$ cat config.mk
export PLATFORM = sky130hd
export DESIGN_NAME = utf8_stream_decoder
export DESIGN_NICKNAME = d
export VERILOG_FILES = /design/src/design/u8d_pkg.sv /design/src/design/u8d_front.sv /design/src/design/u8d_queue.sv /design/src/design/u8d_back.sv /design/src/design/utf8_stream_decoder.sv
export SDC_FILE = /design/constraint.sdc
export NUM_CORES = 1
export LEC_CHECK = 0
export ABC_AREA = 1
export BUFFER_PORTS_ARGS = -buffer_cell sky130_fd_sc_hd__buf_2
export CAP_MARGIN = 30
export CORE_MARGIN = 1
export CORE_UTILIZATION = 63
export CTS_BUF_LIST = sky130_fd_sc_hd__clkbuf_4 sky130_fd_sc_hd__clkbuf_8
export CTS_CLUSTER_DIAMETER = 30
export DETAILED_ROUTE_END_ITERATION = 8
export PLACE_DENSITY = 0.82
export SETUP_SLACK_MARGIN = 0.2
export SLEW_MARGIN = 20
export SYNTH_ARGS = -nofsm -noshare
export SYNTH_HDL_FRONTEND = slang
export SYNTH_SLANG_ARGS = --single-unit
$ cat constraint.sdc
create_clock -name clk -period 4 [get_ports clk]
set_clock_uncertainty 0.15 [all_clocks]
set_input_delay 0.4 -clock clk [delete_from_list [all_inputs] [get_ports clk]]
set_output_delay 0.4 -clock clk [all_outputs]
set_load 0.01 [all_outputs]
$ cat src/design/u8d_pkg.sv
// Shared types and constants for the UTF-8 stream decoder.
package u8d_pkg;

    localparam int CP_W      = 21;
    localparam int BYTE_W    = 8;
    localparam int QDEPTH    = 4;
    localparam int QADDR_W   = $clog2(QDEPTH);
    localparam int QCNT_W    = QADDR_W + 1;

    localparam logic [CP_W-1:0] BAD_CHAR = 21'h00003F;

    localparam logic [2:0] SEQ_NONE = 3'd0;
    localparam logic [2:0] SEQ_LEN2 = 3'd2;
    localparam logic [2:0] SEQ_LEN3 = 3'd3;
    localparam logic [2:0] SEQ_LEN4 = 3'd4;

    // One decoded request: a run of replacement characters, then an optional final value.
    typedef struct packed {
        logic [1:0]      bad_count;
        logic            has_final;
        logic [CP_W-1:0] value;
    } u8d_cmd_t;

endpackage

$ cat src/design/u8d_front.sv
// Front end: accepts bytes, tracks the open sequence and classifies each byte.
module u8d_front (
    input  logic                    clk,
    input  logic                    rst_n,
    input  logic                    push,
    input  logic [7:0]              text_byte,
    input  logic                    q_full,
    output logic                    q_push,
    output u8d_pkg::u8d_cmd_t       q_cmd
);
    import u8d_pkg::*;

    logic [2:0]      exp_len_reg, exp_len_next;
    logic [1:0]      held_reg, held_next;
    logic [CP_W-1:0] part_reg, part_next;
    logic [CP_W-1:0] assembled;
    logic            accept;
    u8d_cmd_t        cmd;

    assign accept    = push && !q_full;
    assign assembled = {part_reg[CP_W-7:0], text_byte[5:0]};

    always_comb
    begin
        exp_len_next = exp_len_reg;
        held_next    = held_reg;
        part_next    = part_reg;
        cmd          = '0;
        if (exp_len_reg != SEQ_NONE && text_byte[7:6] == 2'b10)
        begin
            if ({1'b0, held_reg} + 3'd1 >= exp_len_reg)
            begin
                cmd.has_final = 1'b1;
                cmd.value     = assembled;
                exp_len_next  = SEQ_NONE;
                held_next     = 2'd0;
                part_next     = '0;
            end
            else
            begin
                held_next = held_reg + 2'd1;
                part_next = assembled;
            end
        end
        else
        begin
            // flush whatever the broken sequence held, then decode this byte fresh
            cmd.bad_count = (exp_len_reg != SEQ_NONE) ? held_reg : 2'd0;
            exp_len_next  = SEQ_NONE;
            held_next     = 2'd0;
            part_next     = '0;
            if (!text_byte[7])
            begin
                cmd.has_final = 1'b1;
                cmd.value     = {{(CP_W-BYTE_W){1'b0}}, text_byte};
            end
            else if (text_byte[7:5] == 3'b110)
            begin
                exp_len_next = SEQ_LEN2;
                held_next    = 2'd1;
                part_next    = {{(CP_W-5){1'b0}}, text_byte[4:0]};
            end
            else if (text_byte[7:4] == 4'b1110)
            begin
                exp_len_next = SEQ_LEN3;
                held_next    = 2'd1;
                part_next    = {{(CP_W-4){1'b0}}, text_byte[3:0]};
            end
            else if (text_byte[7:3] == 5'b11110)
            begin
                exp_len_next = SEQ_LEN4;
                held_next    = 2'd1;
                part_next    = {{(CP_W-3){1'b0}}, text_byte[2:0]};
            end
            else
            begin
                cmd.has_final = 1'b1;
                cmd.value     = BAD_CHAR;
            end
        end
    end

    always_ff @(posedge clk or negedge rst_n)
    begin
        if (!rst_n)
        begin
            exp_len_reg <= SEQ_NONE;
            held_reg    <= 2'd0;
            part_reg    <= '0;
        end
        else if (accept)
        begin
            exp_len_reg <= exp_len_next;
            held_reg    <= held_next;
            part_reg    <= part_next;
        end
    end

    // drop requests that produce no result (lead bytes, inner continuations)
    assign q_push = accept && (cmd.bad_count != 2'd0 || cmd.has_final);
    assign q_cmd  = cmd;

endmodule

$ cat src/design/u8d_queue.sv
// Short request queue between the front end and the back end.
module u8d_queue (
    input  logic                    clk,
    input  logic                    rst_n,
    input  logic                    wr_en,
    input  u8d_pkg::u8d_cmd_t       wr_cmd,
    output logic                    full,
    input  logic                    rd_en,
    output logic                    head_valid,
    output u8d_pkg::u8d_cmd_t       head_cmd
);
    import u8d_pkg::*;

    u8d_cmd_t             entry_reg [QDEPTH];
    logic [QADDR_W-1:0]   wr_ptr_reg, rd_ptr_reg;
    logic [QCNT_W-1:0]    count_reg, count_next;

    assign full       = (count_reg == QCNT_W'(QDEPTH));
    assign head_valid = (count_reg != '0);
    assign head_cmd   = entry_reg[rd_ptr_reg];

    always_comb
    begin
        count_next = count_reg;
        if (wr_en && !(rd_en && head_valid))
            count_next = count_reg + 1'b1;
        else if (!wr_en && rd_en && head_valid)
            count_next = count_reg - 1'b1;
    end

    always_ff @(posedge clk or negedge rst_n)
    begin
        if (!rst_n)
        begin
            wr_ptr_reg <= '0;
            rd_ptr_reg <= '0;
            count_reg  <= '0;
        end
        else
        begin
            if (wr_en)
                wr_ptr_reg <= wr_ptr_reg + 1'b1;
            if (rd_en && head_valid)
                rd_ptr_reg <= rd_ptr_reg + 1'b1;
            count_reg <= count_next;
        end
    end

    always_ff @(posedge clk)
    begin
        if (wr_en)
            entry_reg[wr_ptr_reg] <= wr_cmd;
    end

endmodule

$ cat src/design/u8d_back.sv
// Back end: expands each request into results and holds them in the output register.
module u8d_back (
    input  logic                    clk,
    input  logic                    rst_n,
    input  logic                    head_valid,
    input  u8d_pkg::u8d_cmd_t       head_cmd,
    output logic                    head_pop,
    input  logic                    pop,
    output logic                    empty,
    output logic [u8d_pkg::CP_W-1:0] code_point,
    output logic                    last_of_run
);
    import u8d_pkg::*;

    logic            out_valid_reg;
    logic [CP_W-1:0] out_cp_reg, out_cp_next;
    logic            out_last_reg, out_last_next;
    logic [1:0]      bad_done_reg, bad_done_next;
    logic            load_ok, emit, in_bad;

    assign load_ok = !out_valid_reg || pop;
    assign emit    = head_valid && load_ok;
    assign in_bad  = bad_done_reg < head_cmd.bad_count;

    always_comb
    begin
        bad_done_next = bad_done_reg;
        head_pop      = 1'b0;
        if (in_bad)
        begin
            out_cp_next   = BAD_CHAR;
            out_last_next = (bad_done_reg + 2'd1 == head_cmd.bad_count) && !head_cmd.has_final;
        end
        else
        begin
            out_cp_next   = head_cmd.value;
            out_last_next = 1'b1;
        end
        if (emit)
        begin
            if (out_last_next)
            begin
                head_pop      = 1'b1;
                bad_done_next = 2'd0;
            end
            else
                bad_done_next = bad_done_reg + 2'd1;
        end
    end

    always_ff @(posedge clk or negedge rst_n)
    begin
        if (!rst_n)
        begin
            out_valid_reg <= 1'b0;
            bad_done_reg  <= 2'd0;
        end
        else
        begin
            bad_done_reg <= bad_done_next;
            if (load_ok)
                out_valid_reg <= head_valid;
        end
    end

    always_ff @(posedge clk)
    begin
        if (emit)
        begin
            out_cp_reg   <= out_cp_next;
            out_last_reg <= out_last_next;
        end
    end

    assign empty       = !out_valid_reg;
    assign code_point  = out_cp_reg;
    assign last_of_run = out_last_reg;

endmodule

$ cat src/design/utf8_stream_decoder.sv
// Top level of the streaming UTF-8 decoder.
// The decoder takes one text byte per cycle and returns code points through a
// queue-style result port. A plain byte, a finished multi-byte sequence, a
// stray continuation or an invalid lead gives one result; a lead byte or an
// inner continuation gives none; a byte that breaks an open sequence first
// gives one '?' per held byte, and a zero byte flushes held bytes as '?' and
// then returns code point 0. last_of_run marks the final result of a byte.
// Rate: one byte per cycle is accepted while the result side keeps up; the
// output register drains one result per cycle while pop is held, so a byte
// with n results holds the result port until all n are popped, and the four-entry
// request queue between the decode front end and the expanding back end
// absorbs such bursts before full rises. A result becomes visible once its
// request has been written into the queue and then loaded from the queue
// head into the output register.
module utf8_stream_decoder (
    input  logic                     clk,
    input  logic                     rst_n,
    input  logic                     push,
    output logic                     full,
    input  logic [7:0]               text_byte,
    output logic                     empty,
    input  logic                     pop,
    output logic [u8d_pkg::CP_W-1:0] code_point,
    output logic                     last_of_run
);
    import u8d_pkg::*;

    logic     q_push, q_full, head_valid, head_pop;
    u8d_cmd_t q_cmd, head_cmd;

    // Front end: hold the open sequence and turn each byte into a request.
    u8d_front u_front (
        .clk       (clk),
        .rst_n     (rst_n),
        .push      (push),
        .text_byte (text_byte),
        .q_full    (q_full),
        .q_push    (q_push),
        .q_cmd     (q_cmd)
    );

    // Request queue: decouple decode from result expansion.
    u8d_queue u_queue (
        .clk        (clk),
        .rst_n      (rst_n),
        .wr_en      (q_push),
        .wr_cmd     (q_cmd),
        .full       (q_full),
        .rd_en      (head_pop),
        .head_valid (head_valid),
        .head_cmd   (head_cmd)
    );

    // Back end: advance through each request one result per cycle while the output register is empty or popped.
    u8d_back u_back (
        .clk         (clk),
        .rst_n       (rst_n),
        .head_valid  (head_valid),
        .head_cmd    (head_cmd),
        .head_pop    (head_pop),
        .pop         (pop),
        .empty       (empty),
        .code_point  (code_point),
        .last_of_run (last_of_run)
    );

    assign full = q_full;

    // Only replacement characters of a flush can precede the last result of a byte.
    a_nonlast_is_bad: assert property (@(posedge clk) disable iff (!rst_n)
        (!empty && !last_of_run) |-> (code_point == BAD_CHAR))
        else $error("non-final result is not a replacement character");

    // A full queue always has a request at its head.
    a_full_has_head: assert property (@(posedge clk) disable iff (!rst_n)
        q_full |-> head_valid)
        else $error("queue full without a head request");

    // The back end never pops an empty queue.
    a_pop_needs_head: assert property (@(posedge clk) disable iff (!rst_n)
        head_pop |-> head_valid)
        else $error("request popped from an empty queue");

endmodule

==> results.md, run 1 <==
* Status: finished clean
* CP max FO at 27
* # clock sinks at 148
* Clock Latency Late Sink at around 0.42 ns
* Hold Fails Final Rpt at 0
* Slew margin rel. at 0.333
* Initial DRC count at ~280
* Critical path type: reg -> reg
* Clock buffer depth at 2
* WP data required at about 4.2 ns
* Setup ws final at ~0.78 ns
* Endpoint, Worst Hold: u_front.exp_len_reg[2]
* CP max-delay cell: dfrtp_1
* Hold-critical path depth at 2
* IO Port Bufs at 35
* Startpoint Class: flop
* Netlist cell types at 36
* Main synth FF type: edfxtp_1
* Routability congestion estimate at ~0.9
* Final Critical Period at between 3 and 4 ns
* Initial Util at 0.660
* # hold bufs at CTS at 2
* Routed vias at ~4000
* H-tree levels at 4
* Top delay family on crit path: flip-flops
* PwrDens at around 780 nW/um^2
* Crit-path most repeated cell: nand2_4
* Hold_sp: text_byte[3]
* Largest net degree at the start of global routing at 51
* Total length of routed wires at roughly 12 mm
* Unrepaired setup endpoints after global routing: false
* Critical path capture point type: flop
* Synth async-reset ratio at 0.203
* Die Y at 101 um
* DRT Pass-1 Iters at 5
* Syn Area/Cell at between 10 and 15 sq um
* CTS tree: done
* Min-Delay Path Class: in -> reg
* Post-Syn Instances at ~530
* Initial antenna violation count at 0
* NumNets Final at 588
* Final Cycle Share at 0.806
* Clk slew on worst S/H paths at ~0.08 ns
* Commonest non-fill, non-tap cell in the layout: edfxtp_1
* Seq/Total Area, Yosys at 0.694
* Max FFs per register at 96
* Placement Rows at 35
* Crit-path cells: inv_2, nand3_2, nand2_2, ha_1, a21oi_2, nand2_4, nand2_4, nand2_4, fa_1, inv_1, nand2_1, nand3_1, nand2_1
* Peak supply drop at 415 uV
* Max Freq at a little over 300 MHz
* Critical path arrival at 3.39 ns
* Worst-Margin Slew at around 1.0 ns
* # setup viols final at 0
* Syn_nets at 548
* Dpl ws at 0.860 ns
* Yosys Warn Count at 0
* Number of max-cap violations at 0
* Pins Over Slew Limit at 0
* R2R Path End: u_queue.count_reg[2]
* Reg2Reg Depth at 13
* Vias in the first global route at around 4000
* EDFF count, synth at between 100 and 150
* Post-CTS setup buffer count at 0
* Final setup TNS at 0 ns
* Total I/O pin count at 36
* DIE AREA at between 10000 and 15000 sq um
* Synthesized flop and latch total at 148
* Leakage at around 0.0026 uW
* GR Overflow Total at 0
* Global-route wire length before repair at between 15 and 20 mm
* Resize count post-CTS at 0
* Buffers & Inverters on Critical Path at 2
* ANT nets after route at 0
* Most frequent cells in the layout: edfxtp_1, nor2_1, o21ai_0
* R2r setup slk at between 0.7 and 0.8 ns
* Area Growth Syn to Fin at 11.8%
* Crit Reg-Reg Startpoint: u_queue.rd_ptr_reg[1]
* Gr usage total at 0.251
* Crit-path max cell delay at 1.00 ns
* CTS buffer count at 17
* Core area at 9370 sq um
* Ant diodes at 0
* Horiz. Die Dim at just over 100 um
* Vias/cell at between 5 and 6
* Detailed placer's ending HPWL at 7.08 mm
* Drt wl/cell at 16.4 um
* Drt drc at 0
* CTS root buf: clkbuf_8
* Share of cells above drive strength 1 at 0.185
* Cell area after synthesis at between 6000 and 7000 sq um
* Hold_ws at 0.0587 ns
stage by stage:
step / cell area [sq um] / power, uW / std cells / utilization
after global routing: 6910 / 5710 / 707 / 0.738
final: 6910 / 5370 / 707 / 0.738
after floorplan: 6180 / 3660 / 525 / -
after detailed placement: 6480 / 4190 / 673 / 0.691
after CTS: 6910 / 5380 / 707 / 0.738
after global placement: 6460 / 4100 / 672 / 0.690
cell usage after synthesis (all sizes together), types with 2 or more instances:
cell type / number / share of area
edfxtp: 118 / 0.57
nor2: 87 / 0.055
o21ai: 61 / 0.050
inv: 49 / 0.030
nand2: 44 / 0.033
dfrtp: 30 / 0.12
a21oi: 26 / 0.022
nand3: 26 / 0.023
nor3: 16 / 0.013
clkbuf: 14 / 0.0085
o211ai: 14 / 0.017
buf: 10 / 0.011
ha: 10 / 0.020
or2: 6 / 0.0061
o22ai: 3 / 0.0030
nand4: 2 / 0.0020
xor2: 2 / 0.0028
final cells by class:
| type | instances | area [sq um] |
|---|---|---|
| Tap cell | 129 | 161 |
| Sequential cell | 148 | 4290 |
| Inverter | 50 | 188 |
| Clock buffer | 17 | 234 |
| Multi-Input combinational cell | 303 | 1590 |
| Fill cell | 621 | 2460 |
| Clock inverter | 15 | 180 |
| Timing Repair Buffer | 45 | 263 |
power by group:
part	leakage (uW)	total, uW	internal, uW	switching (uW)
logic	0.000927	1870	588	1290
clock network	0.000210	1190	624	564
registers	0.00150	2310	2150	158
total	0.00264	5370	3360	2010
metal layers:
metal	global-route usage	routed length [um]	vias up
li1	-	-	1909
met1	0.335	4970	1895
met3	0.0485	775	17
met5	0	0	-
met4	0.123	169	0
met2	0.398	5690	166
how the worst max path moves through the flow:
stage,from,depth (start not counted),endpoint
2_1_floorplan,u_front.held_reg[0],8,u_queue.entry_reg[0][0]
3_3_place_gp,u_queue.rd_ptr_reg[1],15,u_queue.count_reg[2]
3_5_place_dp,u_queue.rd_ptr_reg[1],15,u_queue.count_reg[2]
4_1_cts,u_queue.rd_ptr_reg[1],13,u_queue.count_reg[2]
5_1_grt,u_queue.rd_ptr_reg[1],15,u_queue.count_reg[2]
6_report,u_queue.rd_ptr_reg[1],13,u_queue.count_reg[2]
cells by family (layout without fill, tap and decap cells):
kind of cell | Yosys count | after routing | share of synthesized area
DFF | 148 | 148 | 0.694
xor gates and xnor gates | 2 | 2 | 0.00283
and+or+nand+nor | 181 | 181 | 0.131
adders and majority gates | 11 | 11 | 0.0235
AOI/OAI and AO/OA | 109 | 109 | 0.0985
buffers and inverters | 74 | 127 | 0.0494
Power figures use the tool's default switching activity.
==> run 2: changes to the inputs <==
ABC_AREA = 0   (was 1)
clock period = 3 ns   (was 4 ns; I/O delays follow)
==> results.md, run 2 <==
* Final Cycle Share at 0.943
* Dpl ws at 0.0219 ns
* R2r setup slk at ~0.17 ns
* Initial DRC count at 210
* Horiz. Die Dim at roughly 99 um
* Placed cell count at around 500
* EDFF count, synth at roughly 120
* Top cells by count, synth: edfxtp_1, dfrtp_1, mux4_2
* Crit-path cells: buf_4, buf_12, mux4_2, o31ai_4, and2_4, nand2b_4, fa_2, mux2_4
* Routed vias at 3214
* Post-synth top area share at 0.593
* Detailed placer's ending HPWL at 6.41 mm
* Main synth FF type: edfxtp_1
* NumNets Final at ~440
* Met2 Use GR at 0.394
* DIE AREA at roughly 9900 sq um
* Critical path arrival at between 3 and 4 ns
* CTS buffer count at 17
* Die Y at 99.4 um
* Startpoint Class: flop
* GR Overflow Total at 0
* Hold-critical path depth at 3
* Netlist cell types at 40
* Status: finished clean
* Post-synth top area cell: edfxtp_1
* Post-Syn Instances at approximately 350
* Final setup TNS at 0 ns
* Non-filler cells, final at between 500 and 600
* Area Growth Syn to Fin at 16.4%
* Critical path capture point type: flop
* Min-Delay Path Class: in -> reg
* Setup ws final at 0.172 ns
* Routability congestion estimate at 0.816
* Initial Util at 0.649
* Hold Fails Final Rpt at 0
* GRT met3 Usage at 0.0632
* Slew margin rel. at 0.533
* Crit-path max cell delay at 0.56 ns
* Drt wl/cell at roughly 20 um
* Global-route wire length before repair at around 17 mm
* Fillers at about 500
* CP max FO at 11
* WP data required at around 3.2 ns
* Cell area after synthesis at approximately 6000 sq um
* # clock sinks at roughly 150
* Max Freq at 354 MHz
* IO Port Bufs at 35
* Clock buffer depth at 2
* # setup viols final at 0
* Placement Rows at 35
* Critical path type: reg -> reg
* Syn Area/Cell at between 15 and 20 sq um
* Drt drc at 0
* Seq/Total Area, Yosys at 0.719
* Post-route total power at between 6000 and 7000 uW
* Initial antenna violation count at 0
* Total I/O pin count at 36
* Hold_ws at 0.0328 ns
* Vias in the first global route at 3337
* CP max-delay cell: mux4_2
* Leakage at 0.00262 uW
* Top cells by area, synth: edfxtp_1, dfrtp_1, mux4_2
* Core area at around 9200 sq um
* Total length of routed wires at 10.8 mm
* Gr usage total at 0.239
* Cell with the most instances after synthesis: edfxtp_1
* H-tree levels at 4
* DRT Pass-1 Iters at 6
* Unrepaired setup endpoints after global routing: true
* Met1 global-route usage at 0.305
* Most frequent cells in the layout: edfxtp_1, buf_2, dfrtp_1
* Worst-Margin Slew at between 0.6 and 0.7 ns
* Clock Latency Late Sink at roughly 0.44 ns
* Clk slew on worst S/H paths at 0.08 ns
* Syn_nets at 371
* Peak supply drop at 457 uV
* Commonest non-fill, non-tap cell in the layout: edfxtp_1
* CTS tree: done
* Ant diodes at 0
* Synth async-reset ratio at 0.203
* ANT nets after route at 0
* Share of cells above drive strength 1 at 0.323
* GRT Max-Usage Layer: met2
* PwrDens at a little under 1000 nW/um^2
* Reg2Reg Depth at 8
* CTS root buf: clkbuf_8
* Synthesized flop and latch total at 148
* Vias/cell at approximately 6
* Final Critical Period at about 2.8 ns
* Yosys Warn Count at 0
* Pins Over Slew Limit at 0
* Max FFs per register at 96
* Largest net degree at the start of global routing at 31
* Number of max-cap violations at 0
-- run 2: worst max-delay path: cells and delay by family (launching register included) --
family / cells / cell delay [ns]
AOI/OAI and AO/OA: 1 / 0.30
and+or+nand+nor: 2 / 0.30
buffers and inverters: 2 / 0.31
adders and majority gates: 1 / 0.42
muxes: 2 / 0.83
DFF: 1 / 0.40
-- run 2: report_power, final --
part           switching, uW  internal (uW)  total [uW]
clock                    753            758        1510
sequential               178           2780        2960
combinational           1150           1070        2220
-- run 2: worst paths after layout --
kind	end	start
worst max-delay path	u_queue.count_reg[1]	u_queue.rd_ptr_reg[0]
worst min-delay path	u_front.part_reg[2]	text_byte[2]
worst max register to register	u_queue.count_reg[1]	u_queue.rd_ptr_reg[0]
worst min register to register	u_front.part_reg[9]	u_front.part_reg[9]
max in group asynchronous	u_front.held_reg[0]	rst_n
min in group asynchronous	u_queue.count_reg[2]	rst_n
-- run 2: layout make-up --
class,count,area (sq um),share of cell area
Sequential cell,148,4300,0.618
Multi-Input combinational cell,170,1620,0.233
Timing Repair Buffer,61,445,0.0641
Clock buffer,18,241,0.0347
Clock inverter,14,154,0.0221
Tap cell,111,139,0.0200
Inverter,16,60.1,0.00864
-- run 2: through the flow --
step / area, sq um / utilization
floorplan: 6000 / -
global placement: 6410 / 0.697
detailed placement: 6410 / 0.697
CTS: 6940 / 0.754
global route: 6950 / 0.756
finish: 6950 / 0.756
-- run 2: cell families (layout without fill, tap and decap cells) --
family | Yosys count | after routing | synth area share
flip-flops | 148 | 148 | 0.719
AND/OR/NAND/NOR | 80 | 80 | 0.0737
AO/OA/AOI/OAI | 45 | 45 | 0.0543
buffers and inverters | 30 | 109 | 0.0207
multiplexers | 26 | 26 | 0.0949
adder cells (fa/ha/maj) | 11 | 11 | 0.0243
XOR/XNOR | 8 | 8 | 0.0130
-- run 2: repair_timing --
action                                  CTS  global route
pin swaps                                 4             1
hold buffers                              5             0
endpoints found under the hold margin    36             0
setup buffers                             5             1
endpoints found under the setup margin    2            98
resized for setup                         8             3
-- run 2: routing by layer --
| metal | wire (um) | share of wire |
|---|---|---|
| met5 | 0 | 0 |
| met4 | 273 | 0.025 |
| met3 | 562 | 0.052 |
| met2 | 5540 | 0.51 |
| met1 | 4390 | 0.41 |
